===== config.mk =====
export PLATFORM = sky130hd
export DESIGN_NAME = screlu_output_dot_product_core
export DESIGN_NICKNAME = d
export VERILOG_FILES = /design/src/rtl/scrod_pkg.sv /design/src/rtl/scrod_front.sv /design/src/rtl/scrod_fifo.sv /design/src/rtl/scrod_div.sv /design/src/rtl/scrod_back.sv /design/src/rtl/screlu_output_dot_product_core.sv
export SDC_FILE = /design/constraint.sdc
export NUM_CORES = 2
export LEC_CHECK = 0
export BUFFER_PORTS_ARGS = -buffer_cell sky130_fd_sc_hd__buf_2
export CAP_MARGIN = 40
export CORE_MARGIN = 2
export CORE_UTILIZATION = 34
export CTS_BUF_LIST = sky130_fd_sc_hd__clkbuf_8
export CTS_CLUSTER_SIZE = 8
export DETAILED_ROUTE_END_ITERATION = 8
export PLACE_DENSITY = 0.46
export SETUP_SLACK_MARGIN = 0.02
export SLEW_MARGIN = 20
export SYNTH_ARGS = -nofsm -noshare
export SYNTH_HDL_FRONTEND = slang
export SYNTH_SLANG_ARGS = --single-unit

===== constraint.sdc =====
create_clock -name clk -period 11.1 [get_ports clk]
set_clock_uncertainty 0.15 [all_clocks]
set_input_delay 2.775 -clock clk [delete_from_list [all_inputs] [get_ports clk]]
set_output_delay 2.775 -clock clk [all_outputs]
set_load 0.02 [all_outputs]

===== src/rtl/scrod_pkg.sv =====
// Shared types and constants of the SCReLU output dot-product core.
// No dependencies; every other file of the core depends on this package.
package scrod_pkg;

    // Default values of the top-level parameters
    localparam int QA_LIMIT_DEF    = 255;
    localparam int QB_SCALE_DEF    = 64;
    localparam int OUT_SCALE_DEF   = 400;
    localparam int NUM_BUCKETS_DEF = 8;

    // Field and port widths fixed by the interface
    localparam int ACT_W    = 16;
    localparam int WGT_W    = 8;
    localparam int BKT_W    = 3;
    localparam int SUM_W    = 32;
    localparam int EVAL_W   = 32;
    localparam int CFG_IDX_W = 3;
    localparam int CFG_DAT_W = 32;

    // Depth of the queue between the front and back parts
    localparam int QUEUE_DEPTH = 2;

    // One finished dot product waiting for the output stage
    typedef struct packed {
        logic [SUM_W-1:0] sum;
        logic [BKT_W-1:0] bucket;
    } job_t;

    // Back-end sequencer states
    typedef enum logic [2:0] {
        ST_IDLE,
        ST_DIV1,
        ST_MUL,
        ST_START2,
        ST_DIV2,
        ST_PUT
    } back_state_t;

endpackage


===== src/rtl/scrod_front.sv =====
// Front part: clamps, squares and weights each activation, accumulates the sum.
// Pushes a job into the queue on the item marked last. Depends on scrod_pkg.
module scrod_front #(
    parameter int QA_LIMIT = scrod_pkg::QA_LIMIT_DEF
) (
    input  logic                               clk,
    input  logic                               rst_n,
    input  logic                               push,
    output logic                               full,
    input  logic signed [scrod_pkg::ACT_W-1:0] activation,
    input  logic signed [scrod_pkg::WGT_W-1:0] weight,
    input  logic [scrod_pkg::BKT_W-1:0]        bucket,
    input  logic                               last,
    output logic                               q_push,
    output scrod_pkg::job_t                    q_data,
    input  logic                               q_full
);
    import scrod_pkg::*;

    localparam int QA_W = $clog2(QA_LIMIT + 1);
    localparam int SQ_W = 2 * QA_W;

    logic               s1_valid_reg, s1_valid_next;
    logic [SQ_W-1:0]    s1_sq_reg;
    logic [WGT_W-1:0]   s1_wgt_reg;
    logic [BKT_W-1:0]   s1_bkt_reg;
    logic               s1_last_reg;
    logic [SUM_W-1:0]   sum_reg, sum_next;

    logic               accept;
    logic               s1_ready;
    logic               s1_fire;
    logic [QA_W-1:0]    clamped;
    logic [SQ_W-1:0]    square;
    logic [SUM_W-1:0]   product;
    logic [SUM_W-1:0]   sum_add;

    // Stall only while a last item waits for room in the queue
    assign s1_ready = !(s1_valid_reg && s1_last_reg && q_full);
    assign full     = !s1_ready;
    assign accept   = push && s1_ready;
    assign s1_fire  = s1_valid_reg && s1_ready;

    // Clamp to 0..QA_LIMIT and square
    always_comb
    begin
        if (activation[ACT_W-1])
            clamped = '0;
        else if ({1'b0, activation[ACT_W-2:0]} > ACT_W'(QA_LIMIT))
            clamped = QA_W'(QA_LIMIT);
        else
            clamped = activation[QA_W-1:0];
    end

    assign square = SQ_W'(clamped) * SQ_W'(clamped);

    // Weight the square and add into the wrapping sum
    assign product = SUM_W'(s1_sq_reg) * {{(SUM_W-WGT_W){s1_wgt_reg[WGT_W-1]}}, s1_wgt_reg};
    assign sum_add = sum_reg + product;

    assign q_push        = s1_fire && s1_last_reg;
    assign q_data.sum    = sum_add;
    assign q_data.bucket = s1_bkt_reg;

    always_comb
    begin
        s1_valid_next = s1_valid_reg;
        if (accept)
            s1_valid_next = 1'b1;
        else if (s1_ready)
            s1_valid_next = 1'b0;

        sum_next = sum_reg;
        if (s1_fire)
            sum_next = s1_last_reg ? '0 : sum_add;
    end

    // Hold control state
    always_ff @(posedge clk or negedge rst_n)
    begin
        if (!rst_n)
        begin
            s1_valid_reg <= 1'b0;
            sum_reg      <= '0;
        end
        else
        begin
            s1_valid_reg <= s1_valid_next;
            sum_reg      <= sum_next;
        end
    end

    // Advance the stage-one payload
    always_ff @(posedge clk)
    begin
        if (accept)
        begin
            s1_sq_reg   <= square;
            s1_wgt_reg  <= weight;
            s1_bkt_reg  <= bucket;
            s1_last_reg <= last;
        end
    end

endmodule


===== src/rtl/scrod_fifo.sv =====
// Short queue of finished dot products between the front and back parts.
// Depends on scrod_pkg for the job type.
module scrod_fifo #(
    parameter int DEPTH = scrod_pkg::QUEUE_DEPTH
) (
    input  logic            clk,
    input  logic            rst_n,
    input  logic            wr_en,
    input  scrod_pkg::job_t wr_data,
    output logic            full,
    input  logic            rd_en,
    output scrod_pkg::job_t rd_data,
    output logic            empty
);
    import scrod_pkg::*;

    localparam int PTR_W = (DEPTH > 1) ? $clog2(DEPTH) : 1;
    localparam int CNT_W = $clog2(DEPTH + 1);

    job_t             entry_reg [DEPTH];
    logic [PTR_W-1:0] wr_ptr_reg, wr_ptr_next;
    logic [PTR_W-1:0] rd_ptr_reg, rd_ptr_next;
    logic [CNT_W-1:0] count_reg, count_next;
    logic             do_wr;
    logic             do_rd;

    assign full    = (count_reg == CNT_W'(DEPTH));
    assign empty   = (count_reg == '0);
    assign do_wr   = wr_en && !full;
    assign do_rd   = rd_en && !empty;
    assign rd_data = entry_reg[rd_ptr_reg];

    // Advance pointers and count
    always_comb
    begin
        wr_ptr_next = wr_ptr_reg;
        rd_ptr_next = rd_ptr_reg;
        count_next  = count_reg;
        if (do_wr)
            wr_ptr_next = (wr_ptr_reg == PTR_W'(DEPTH - 1)) ? '0 : wr_ptr_reg + 1'b1;
        if (do_rd)
            rd_ptr_next = (rd_ptr_reg == PTR_W'(DEPTH - 1)) ? '0 : rd_ptr_reg + 1'b1;
        if (do_wr && !do_rd)
            count_next = count_reg + 1'b1;
        else if (do_rd && !do_wr)
            count_next = count_reg - 1'b1;
    end

    always_ff @(posedge clk or negedge rst_n)
    begin
        if (!rst_n)
        begin
            wr_ptr_reg <= '0;
            rd_ptr_reg <= '0;
            count_reg  <= '0;
        end
        else
        begin
            wr_ptr_reg <= wr_ptr_next;
            rd_ptr_reg <= rd_ptr_next;
            count_reg  <= count_next;
        end
    end

    // Store the written entry
    always_ff @(posedge clk)
    begin
        if (do_wr)
            entry_reg[wr_ptr_reg] <= wr_data;
    end

endmodule


===== src/rtl/scrod_div.sv =====
// Unsigned division by a constant through a reciprocal multiply, taking the
// reciprocal 16 bits per cycle, most significant first. Depends on scrod_pkg for defaults.
module scrod_div #(
    parameter int NUM_W   = scrod_pkg::SUM_W,
    parameter int DIVISOR = scrod_pkg::QA_LIMIT_DEF
) (
    input  logic             clk,
    input  logic             rst_n,
    input  logic             start,
    input  logic [NUM_W-1:0] numer,
    output logic [NUM_W-1:0] quotient,
    output logic             done
);

    localparam int SH     = $clog2(DIVISOR);
    localparam int CH_W   = 16;
    localparam int STEPS  = (NUM_W + CH_W) / CH_W;
    localparam int MAG_W  = STEPS * CH_W;
    localparam int EXT_W  = NUM_W + SH + 1;
    localparam int PROD_W = NUM_W + MAG_W + SH;
    localparam int PART_W = NUM_W + CH_W;
    localparam int CNT_W  = (STEPS > 1) ? $clog2(STEPS) : 1;

    // Reciprocal rounded up: ceil(2^(NUM_W+SH) / DIVISOR), exact for every NUM_W-bit numerator
    localparam logic [EXT_W-1:0] POW_EXT   = EXT_W'(1) << (NUM_W + SH);
    localparam logic [EXT_W-1:0] RECIP_EXT =
        (POW_EXT + EXT_W'(DIVISOR - 1)) / EXT_W'(DIVISOR);
    localparam logic [MAG_W-1:0] RECIP     = MAG_W'(RECIP_EXT);

    logic               busy_reg, busy_next;
    logic               done_reg, done_next;
    logic [CNT_W-1:0]   cnt_reg, cnt_next;
    logic [NUM_W-1:0]   num_reg, num_next;
    logic [MAG_W-1:0]   rcp_reg, rcp_next;
    logic [PROD_W-1:0]  acc_reg, acc_next;
    logic [PART_W-1:0]  partial;

    // Numerator times the current 16-bit slice of the reciprocal
    assign partial = PART_W'(num_reg) * PART_W'(rcp_reg[MAG_W-1 -: CH_W]);

    // Accumulate the product slice by slice, shifting the running total up
    always_comb
    begin
        busy_next = busy_reg;
        done_next = 1'b0;
        cnt_next  = cnt_reg;
        num_next  = num_reg;
        rcp_next  = rcp_reg;
        acc_next  = acc_reg;
        if (start)
        begin
            busy_next = 1'b1;
            cnt_next  = CNT_W'(STEPS - 1);
            num_next  = numer;
            rcp_next  = RECIP;
            acc_next  = '0;
        end
        else if (busy_reg)
        begin
            acc_next = (acc_reg << CH_W) + PROD_W'(partial);
            rcp_next = rcp_reg << CH_W;
            cnt_next = cnt_reg - 1'b1;
            if (cnt_reg == '0)
            begin
                busy_next = 1'b0;
                done_next = 1'b1;
            end
        end
    end

    always_ff @(posedge clk or negedge rst_n)
    begin
        if (!rst_n)
        begin
            busy_reg <= 1'b0;
            done_reg <= 1'b0;
            cnt_reg  <= '0;
        end
        else
        begin
            busy_reg <= busy_next;
            done_reg <= done_next;
            cnt_reg  <= cnt_next;
        end
    end

    always_ff @(posedge clk)
    begin
        num_reg <= num_next;
        rcp_reg <= rcp_next;
        acc_reg <= acc_next;
    end

    // Drop the fraction bits of the product
    assign quotient = acc_reg[NUM_W+SH +: NUM_W];
    assign done     = done_reg;

endmodule


===== src/rtl/scrod_back.sv =====
// Back part: bias registers, scaling sequencer around the two constant dividers,
// saturation and the result register. Depends on scrod_pkg and scrod_div.
module scrod_back #(
    parameter int QA_LIMIT    = scrod_pkg::QA_LIMIT_DEF,
    parameter int QB_SCALE    = scrod_pkg::QB_SCALE_DEF,
    parameter int OUT_SCALE   = scrod_pkg::OUT_SCALE_DEF,
    parameter int NUM_BUCKETS = scrod_pkg::NUM_BUCKETS_DEF
) (
    input  logic                                clk,
    input  logic                                rst_n,
    input  logic                                cfg_we,
    input  logic [scrod_pkg::CFG_IDX_W-1:0]     cfg_index,
    input  logic [scrod_pkg::CFG_DAT_W-1:0]     cfg_data,
    input  scrod_pkg::job_t                     q_data,
    input  logic                                q_empty,
    output logic                                q_pop,
    output logic                                empty,
    input  logic                                pop,
    output logic signed [scrod_pkg::EVAL_W-1:0] eval
);
    import scrod_pkg::*;

    localparam int OS_W  = $clog2(OUT_SCALE + 1);
    localparam int NUM_W = SUM_W + OS_W;
    localparam int BK_W  = (NUM_BUCKETS > 1) ? $clog2(NUM_BUCKETS) : 1;
    localparam int TOT_W = SUM_W + 2;
    localparam int QAQB  = QA_LIMIT * QB_SCALE;
    localparam logic [NUM_W-1:0] POS_MAX  = NUM_W'(32'h7FFF_FFFF);
    localparam logic [NUM_W-1:0] NEG_MAX  = NUM_W'(32'h8000_0000);

    back_state_t        state_reg, state_next;
    logic [SUM_W-1:0]   bias_reg [NUM_BUCKETS];
    logic               neg_reg, neg_next;
    logic [BK_W-1:0]    bsel_reg, bsel_next;
    logic [TOT_W-1:0]   total_reg, total_next;
    logic [NUM_W-1:0]   prod_reg, prod_next;
    logic [EVAL_W-1:0]  ev_reg, ev_next;
    logic               out_valid_reg, out_valid_next;
    logic [EVAL_W-1:0]  eval_reg, eval_next;

    logic               div1_start;
    logic [SUM_W-1:0]   div1_quo;
    logic               div1_done;
    logic               div2_start;
    logic [NUM_W-1:0]   div2_quo;
    logic               div2_done;

    logic [SUM_W-1:0]   head_mag;
    logic [BK_W-1:0]    head_bsel;
    logic [TOT_W-1:0]   q_signed;
    logic [SUM_W-1:0]   bias_sel;
    logic [TOT_W-1:0]   total_calc;
    logic [SUM_W:0]     total_mag;
    logic [EVAL_W-1:0]  ev_sat;

    // Magnitude of the sum divided by QA
    scrod_div #(
        .NUM_W   (SUM_W),
        .DIVISOR (QA_LIMIT)
    ) u_div_qa (
        .clk      (clk),
        .rst_n    (rst_n),
        .start    (div1_start),
        .numer    (head_mag),
        .quotient (div1_quo),
        .done     (div1_done)
    );

    // Magnitude of the scaled total divided by QA*QB
    scrod_div #(
        .NUM_W   (NUM_W),
        .DIVISOR (QAQB)
    ) u_div_qaqb (
        .clk      (clk),
        .rst_n    (rst_n),
        .start    (div2_start),
        .numer    (prod_reg),
        .quotient (div2_quo),
        .done     (div2_done)
    );

    // Magnitude of the queued sum and its saturated bucket
    assign head_mag  = q_data.sum[SUM_W-1] ? (SUM_W'(0) - q_data.sum) : q_data.sum;
    assign head_bsel = ({1'b0, q_data.bucket} >= (BKT_W+1)'(NUM_BUCKETS))
                       ? BK_W'(NUM_BUCKETS - 1) : BK_W'(q_data.bucket);

    // Signed first quotient plus the selected bias
    assign q_signed   = neg_reg ? (TOT_W'(0) - TOT_W'(div1_quo))
                                : TOT_W'(div1_quo);
    assign bias_sel   = bias_reg[bsel_reg];
    assign total_calc = q_signed + {{(TOT_W-SUM_W){bias_sel[SUM_W-1]}}, bias_sel};
    assign total_mag  = total_reg[TOT_W-1] ? (SUM_W+1)'(TOT_W'(0) - total_reg)
                                           : total_reg[SUM_W:0];

    // Saturate the final quotient to signed 32 bits
    always_comb
    begin
        if (neg_reg)
            ev_sat = (div2_quo > NEG_MAX) ? EVAL_W'(32'h8000_0000)
                                          : (EVAL_W'(0) - div2_quo[EVAL_W-1:0]);
        else
            ev_sat = (div2_quo > POS_MAX) ? EVAL_W'(32'h7FFF_FFFF) : div2_quo[EVAL_W-1:0];
    end

    // Sequence one job: divide, add bias, scale, divide, saturate, hand over
    always_comb
    begin
        state_next     = state_reg;
        neg_next       = neg_reg;
        bsel_next      = bsel_reg;
        total_next     = total_reg;
        prod_next      = prod_reg;
        ev_next        = ev_reg;
        out_valid_next = out_valid_reg && !pop;
        eval_next      = eval_reg;
        div1_start     = 1'b0;
        div2_start     = 1'b0;
        q_pop          = 1'b0;
        unique case (state_reg)
            ST_IDLE:
            begin
                if (!q_empty)
                begin
                    q_pop      = 1'b1;
                    neg_next   = q_data.sum[SUM_W-1];
                    bsel_next  = head_bsel;
                    div1_start = 1'b1;
                    state_next = ST_DIV1;
                end
            end
            ST_DIV1:
            begin
                if (div1_done)
                begin
                    total_next = total_calc;
                    state_next = ST_MUL;
                end
            end
            ST_MUL:
            begin
                neg_next   = total_reg[TOT_W-1];
                prod_next  = NUM_W'(total_mag) * NUM_W'(OUT_SCALE);
                state_next = ST_START2;
            end
            ST_START2:
            begin
                div2_start = 1'b1;
                state_next = ST_DIV2;
            end
            ST_DIV2:
            begin
                if (div2_done)
                begin
                    ev_next    = ev_sat;
                    state_next = ST_PUT;
                end
            end
            ST_PUT:
            begin
                if (!out_valid_reg || pop)
                begin
                    out_valid_next = 1'b1;
                    eval_next      = ev_reg;
                    state_next     = ST_IDLE;
                end
            end
            default:
            begin
                state_next = ST_IDLE;
            end
        endcase
    end

    // Hold control state and bias registers
    always_ff @(posedge clk or negedge rst_n)
    begin
        if (!rst_n)
        begin
            state_reg     <= ST_IDLE;
            out_valid_reg <= 1'b0;
            for (int i = 0; i < NUM_BUCKETS; i++)
                bias_reg[i] <= '0;
        end
        else
        begin
            state_reg     <= state_next;
            out_valid_reg <= out_valid_next;
            if (cfg_we && ({1'b0, cfg_index} < (CFG_IDX_W+1)'(NUM_BUCKETS)))
                bias_reg[cfg_index[BK_W-1:0]] <= cfg_data;
        end
    end

    // Advance the datapath registers
    always_ff @(posedge clk)
    begin
        neg_reg   <= neg_next;
        bsel_reg  <= bsel_next;
        total_reg <= total_next;
        prod_reg  <= prod_next;
        ev_reg    <= ev_next;
        eval_reg  <= eval_next;
    end

    assign empty = !out_valid_reg;
    assign eval  = eval_reg;

endmodule


===== src/rtl/screlu_output_dot_product_core.sv =====
// Top level of the SCReLU output dot-product core: front MAC, job queue, back scaler.
// Depends on scrod_pkg, scrod_front, scrod_fifo, scrod_back (and scrod_div below it).
//
//  channel  | signals                               | transfer when
//  ---------+---------------------------------------+--------------------
//  input    | activation, weight, bucket, last      | push && !full
//  result   | eval                                  | pop && !empty
//  config   | cfg_we, cfg_index, cfg_data           | cfg_we
//
// Items enter at one per cycle through a two-stage clamp/square/weight-accumulate pipe.
// Each item marked last queues its sum; the back part takes one job at a time, dividing by
// QA and then by QA*QB with reciprocal multiplies in 16-bit steps, and hands the result
// over once the previous one has been popped. Input stalls only when the two-entry queue
// is full and a last item waits.
// Reset clears the sum, the queue and the biases, and marks the result register empty.
module screlu_output_dot_product_core #(
    parameter int QA_LIMIT    = scrod_pkg::QA_LIMIT_DEF,
    parameter int QB_SCALE    = scrod_pkg::QB_SCALE_DEF,
    parameter int OUT_SCALE   = scrod_pkg::OUT_SCALE_DEF,
    parameter int NUM_BUCKETS = scrod_pkg::NUM_BUCKETS_DEF
) (
    input  logic                                clk,
    input  logic                                rst_n,
    input  logic                                push,
    output logic                                full,
    input  logic signed [scrod_pkg::ACT_W-1:0]  activation,
    input  logic signed [scrod_pkg::WGT_W-1:0]  weight,
    input  logic [scrod_pkg::BKT_W-1:0]         bucket,
    input  logic                                last,
    output logic                                empty,
    input  logic                                pop,
    output logic signed [scrod_pkg::EVAL_W-1:0] eval,
    input  logic                                cfg_we,
    input  logic [scrod_pkg::CFG_IDX_W-1:0]     cfg_index,
    input  logic [scrod_pkg::CFG_DAT_W-1:0]     cfg_data
);
    import scrod_pkg::*;

    logic q_push;
    logic q_full;
    logic q_pop;
    logic q_empty;
    job_t q_in;
    job_t q_out;

    scrod_front #(
        .QA_LIMIT (QA_LIMIT)
    ) u_front (
        .clk        (clk),
        .rst_n      (rst_n),
        .push       (push),
        .full       (full),
        .activation (activation),
        .weight     (weight),
        .bucket     (bucket),
        .last       (last),
        .q_push     (q_push),
        .q_data     (q_in),
        .q_full     (q_full)
    );

    scrod_fifo #(
        .DEPTH (QUEUE_DEPTH)
    ) u_fifo (
        .clk     (clk),
        .rst_n   (rst_n),
        .wr_en   (q_push),
        .wr_data (q_in),
        .full    (q_full),
        .rd_en   (q_pop),
        .rd_data (q_out),
        .empty   (q_empty)
    );

    scrod_back #(
        .QA_LIMIT    (QA_LIMIT),
        .QB_SCALE    (QB_SCALE),
        .OUT_SCALE   (OUT_SCALE),
        .NUM_BUCKETS (NUM_BUCKETS)
    ) u_back (
        .clk       (clk),
        .rst_n     (rst_n),
        .cfg_we    (cfg_we),
        .cfg_index (cfg_index),
        .cfg_data  (cfg_data),
        .q_data    (q_out),
        .q_empty   (q_empty),
        .q_pop     (q_pop),
        .empty     (empty),
        .pop       (pop),
        .eval      (eval)
    );

    // Input backpressure only comes from a full job queue
    a_full_from_queue: assert property (@(posedge clk) disable iff (!rst_n)
        full |-> q_full)
        else $error("input stalled while the job queue had room");

    // Never push a job into a full queue
    a_no_overflow: assert property (@(posedge clk) disable iff (!rst_n)
        q_push |-> !q_full)
        else $error("job pushed into a full queue");

    // Never take a job from an empty queue
    a_no_underflow: assert property (@(posedge clk) disable iff (!rst_n)
        q_pop |-> !q_empty)
        else $error("job popped from an empty queue");

endmodule


==> flow_metrics.py <==
metrics = {
    "status": {
        "outcome": "finished clean",
    },
    "global_route": {
        "grt_pass1_wl_um": 219000,
        "grt-ovfl-total": 0,
        "met1_usage_pct": 22.1,
        "grtUsageTotal_pct": 16.1,
        "grt_pass1_vias": 39300,
        "antenna_found_initial": 12,
        "grt_max_degree": 136,
        "use_met3_pct": 2.50,
        "globalRouteMet2Util_pct": 26.6,
        "grt.busiest_layer": "met2",
    },
    "drt": {
        "vias": 38500,
        "first_pass_iters": 6,
        "drc_errors": 0,
        "drt-total-wl_um": 136000,
        "vias_per_cell": 4.91,
        "first_iter_violations": 1768,
        "avgRoutedWirePerCell_um": 17.3,
        "final_antenna_net_count": 0,
    },
    "clock_network": {
        "htree_levels": 4,
        "cts.sinks": 784,
        "clock_latency_ns": 0.86,
        "holdBufCountCts": 0,
        "root_buffer": "clkbuf_8",
        "tritoncts": "built",
        "clk_pin_slew_ns": 0.05,
        "cts_buffer_depth": 3,
        "cts_resized": 0,
        "cts_made_buffers": 147,
        "cts_setup_buffers": 0,
    },
    "timing": {
        "setup_tns_ns": 0,
        "rsz0062_at_grt": "no",
        "finalSetupViolCount": 0,
        "finalHoldViolCount": 0,
        "fin_crit_ns": 8.21,
        "worst_slew_pin_slew_ns": 0.836,
        "slew_violations": 0,
        "min_period_over_period_pct": 74.0,
        "max_slew_margin_pct": 44.2,
        "max_freq_ghz": 0.122,
    },
    "setup_path": {
        "cp.required_ns": 11.68,
        "end_kind": "register",
        "crit_fanout": 14,
        "crit_top_cell": "inv_1",
        "arrival_ns": 8.79,
        "critPathKind": "register to register",
        "cp_slowest_cell": "o41ai_1",
        "crit_path_max_incr_delay_ns": 0.60,
        "worst_setup_path_start_kind": "register",
    },
    "job": {
        "drv_cap": 0,
    },
    "finish": {
        "area_delta_synth_final_pct": 10.8,
        "fin_nets": 6353,
        "multi_input_area_sq_um": 32800,
        "regArea_sq_um": 20300,
        "fill_cells": 16400,
        "drive_above_1_share_pct": 13.7,
        "largest_register_ff_count": 256,
    },
    "synthesis": {
        "synth.top_cell.area_share_pct": 16.3,
        "synth-adder-area-share_pct": 19.7,
        "synth_area_sq_um": 56200,
        "synth_top_family_by_area": "adder cells",
        "synthTopCellsByCount": "inv_1 (604), ha_1 (553), dfrtp_1 (305), edfxtp_1 (305), a21oi_1 (299)",
        "synth-seq-area-share_pct": 36.1,
        "yosys-top-cells-area": "edfxtp_1 (16%), dfrtp_1 (14%), ha_1 (12%)",
        "synth-edff-count": 305,
        "synth-compound-area-share_pct": 11.0,
        "synth_flop_cell": "edfxtp_1",
        "synth_seq_cells": 784,
        "synth_most_common_cell": "inv_1",
        "yosysWarningCount": 0,
        "synth_xor_area_share_pct": 6.25,
        "synthMuxAreaShare_pct": 10.1,
        "syn_inst": 5451,
        "synth-simple-area-share_pct": 11.3,
        "syn_nets": 6278,
        "synth-async-reset-ratio_pct": 38.9,
        "yosysTopAreaCell": "edfxtp_1",
        "syn_area_per_cell_sq_um": 10.3,
        "synth_cell_types": 86,
    },
    "floorplan": {
        "dieArea_sq_um": 169000,
        "initial_utilization_pct": 34.1,
        "dieHeight_um": 411,
        "fp-row-count": 149,
        "ioPinCount": 102,
        "core_sq_um": 165000,
        "die_x_um": 411,
    },
    "placement": {
        "io_buffer_count": 101,
        "place_congestion": 0.832,
        "dp.final_hpwl_um": 100000,
    },
    "hold_path": {
        "min_path_type": "register to register",
    },
}
[layer usage]
layer	part of all wire, %	vias up
met3	3.1	179
met5	0.062	-
li1	-	19200
met4	1.9	12
met2	46	534
met1	48	18600
[critical path: cells and delay by family, from the launching register on]
kind	cells	cell delay, ns
AOI/OAI and AO/OA	15	3.24
xor gates and xnor gates	2	0.27
adders and majority gates	6	2.73
buffers and inverters	5	0.69
DFF	1	0.53
and+or+nand+nor	1	0.47
[final cells by class]
class                   instances  share of cell area, %
repair buffers                149                   1.63
inverters                     606                   3.66
flip-flops and latches        784                   32.6
well taps                    2189                   4.40
multi-input cells            3838                   52.7
diodes                          7                 0.0281
clock buffers                 172                   3.80
clock inverters                97                   1.17
[metrics by stage]
stage,std cells,hold slack [ns],setup WS [ns],utilization (%),instance area (sq um)
final,7842,0.251,2.89,37.8,62300
after global routing,7841,0.255,2.22,37.8,62300
after CTS,7835,0.247,2.79,37.8,62200
after detailed placement,7566,0.255,2.81,35.9,59100
after global placement,7555,0.250,2.67,35.8,58900
after floorplan,5451,0.250,3.43,-,56200
[worst paths after layout]
kind / start / endpoint / slack (ns) / depth (start not counted)
setup / recovery: u_front.s1_wgt_reg[7] / u_front.sum_reg[30] / 2.89 / 29
hold / removal: u_back.prod_reg[27] / u_back.u_div_qaqb.num_reg[27] / 0.25 / 0
setup reg to reg: u_front.s1_wgt_reg[7] / u_front.sum_reg[30] / 2.89 / 29
hold reg to reg: u_back.prod_reg[27] / u_back.u_div_qaqb.num_reg[27] / 0.25 / 0
max in group asynchronous: rst_n / u_back.bias_reg[121] / 7.10 / 3
min in group asynchronous: rst_n / u_front.sum_reg[6] / 1.78 / 1
[placed cells by master, fill, tap and decap left out, types with 172 or more instances in the layout]
master / n
xnor2_1: 269
ha_1: 553
o21ai_0: 220
fa_1: 206
inv_1: 656
and2_1: 253
mux2_2: 293
a21oi_1: 299
dfrtp_1: 302
dfxtp_1: 174
clkbuf_8: 172
nor2_1: 285
edfxtp_1: 305
nand2_1: 291
[cell families (layout without fill, tap and decap cells)]
logic type | after synthesis | after routing
fa+ha+maj | 759 | 759
other cells | 0 | 7
mux | 453 | 453
simple gates | 1246 | 1246
compound gates | 979 | 979
buf+inv | 829 | 1024
flops | 784 | 784
xor+xnor | 401 | 401
Power is left out: the tool's default activity adds up to more than one toggle a clock period on the data nets, which glitch-free logic cannot reach.
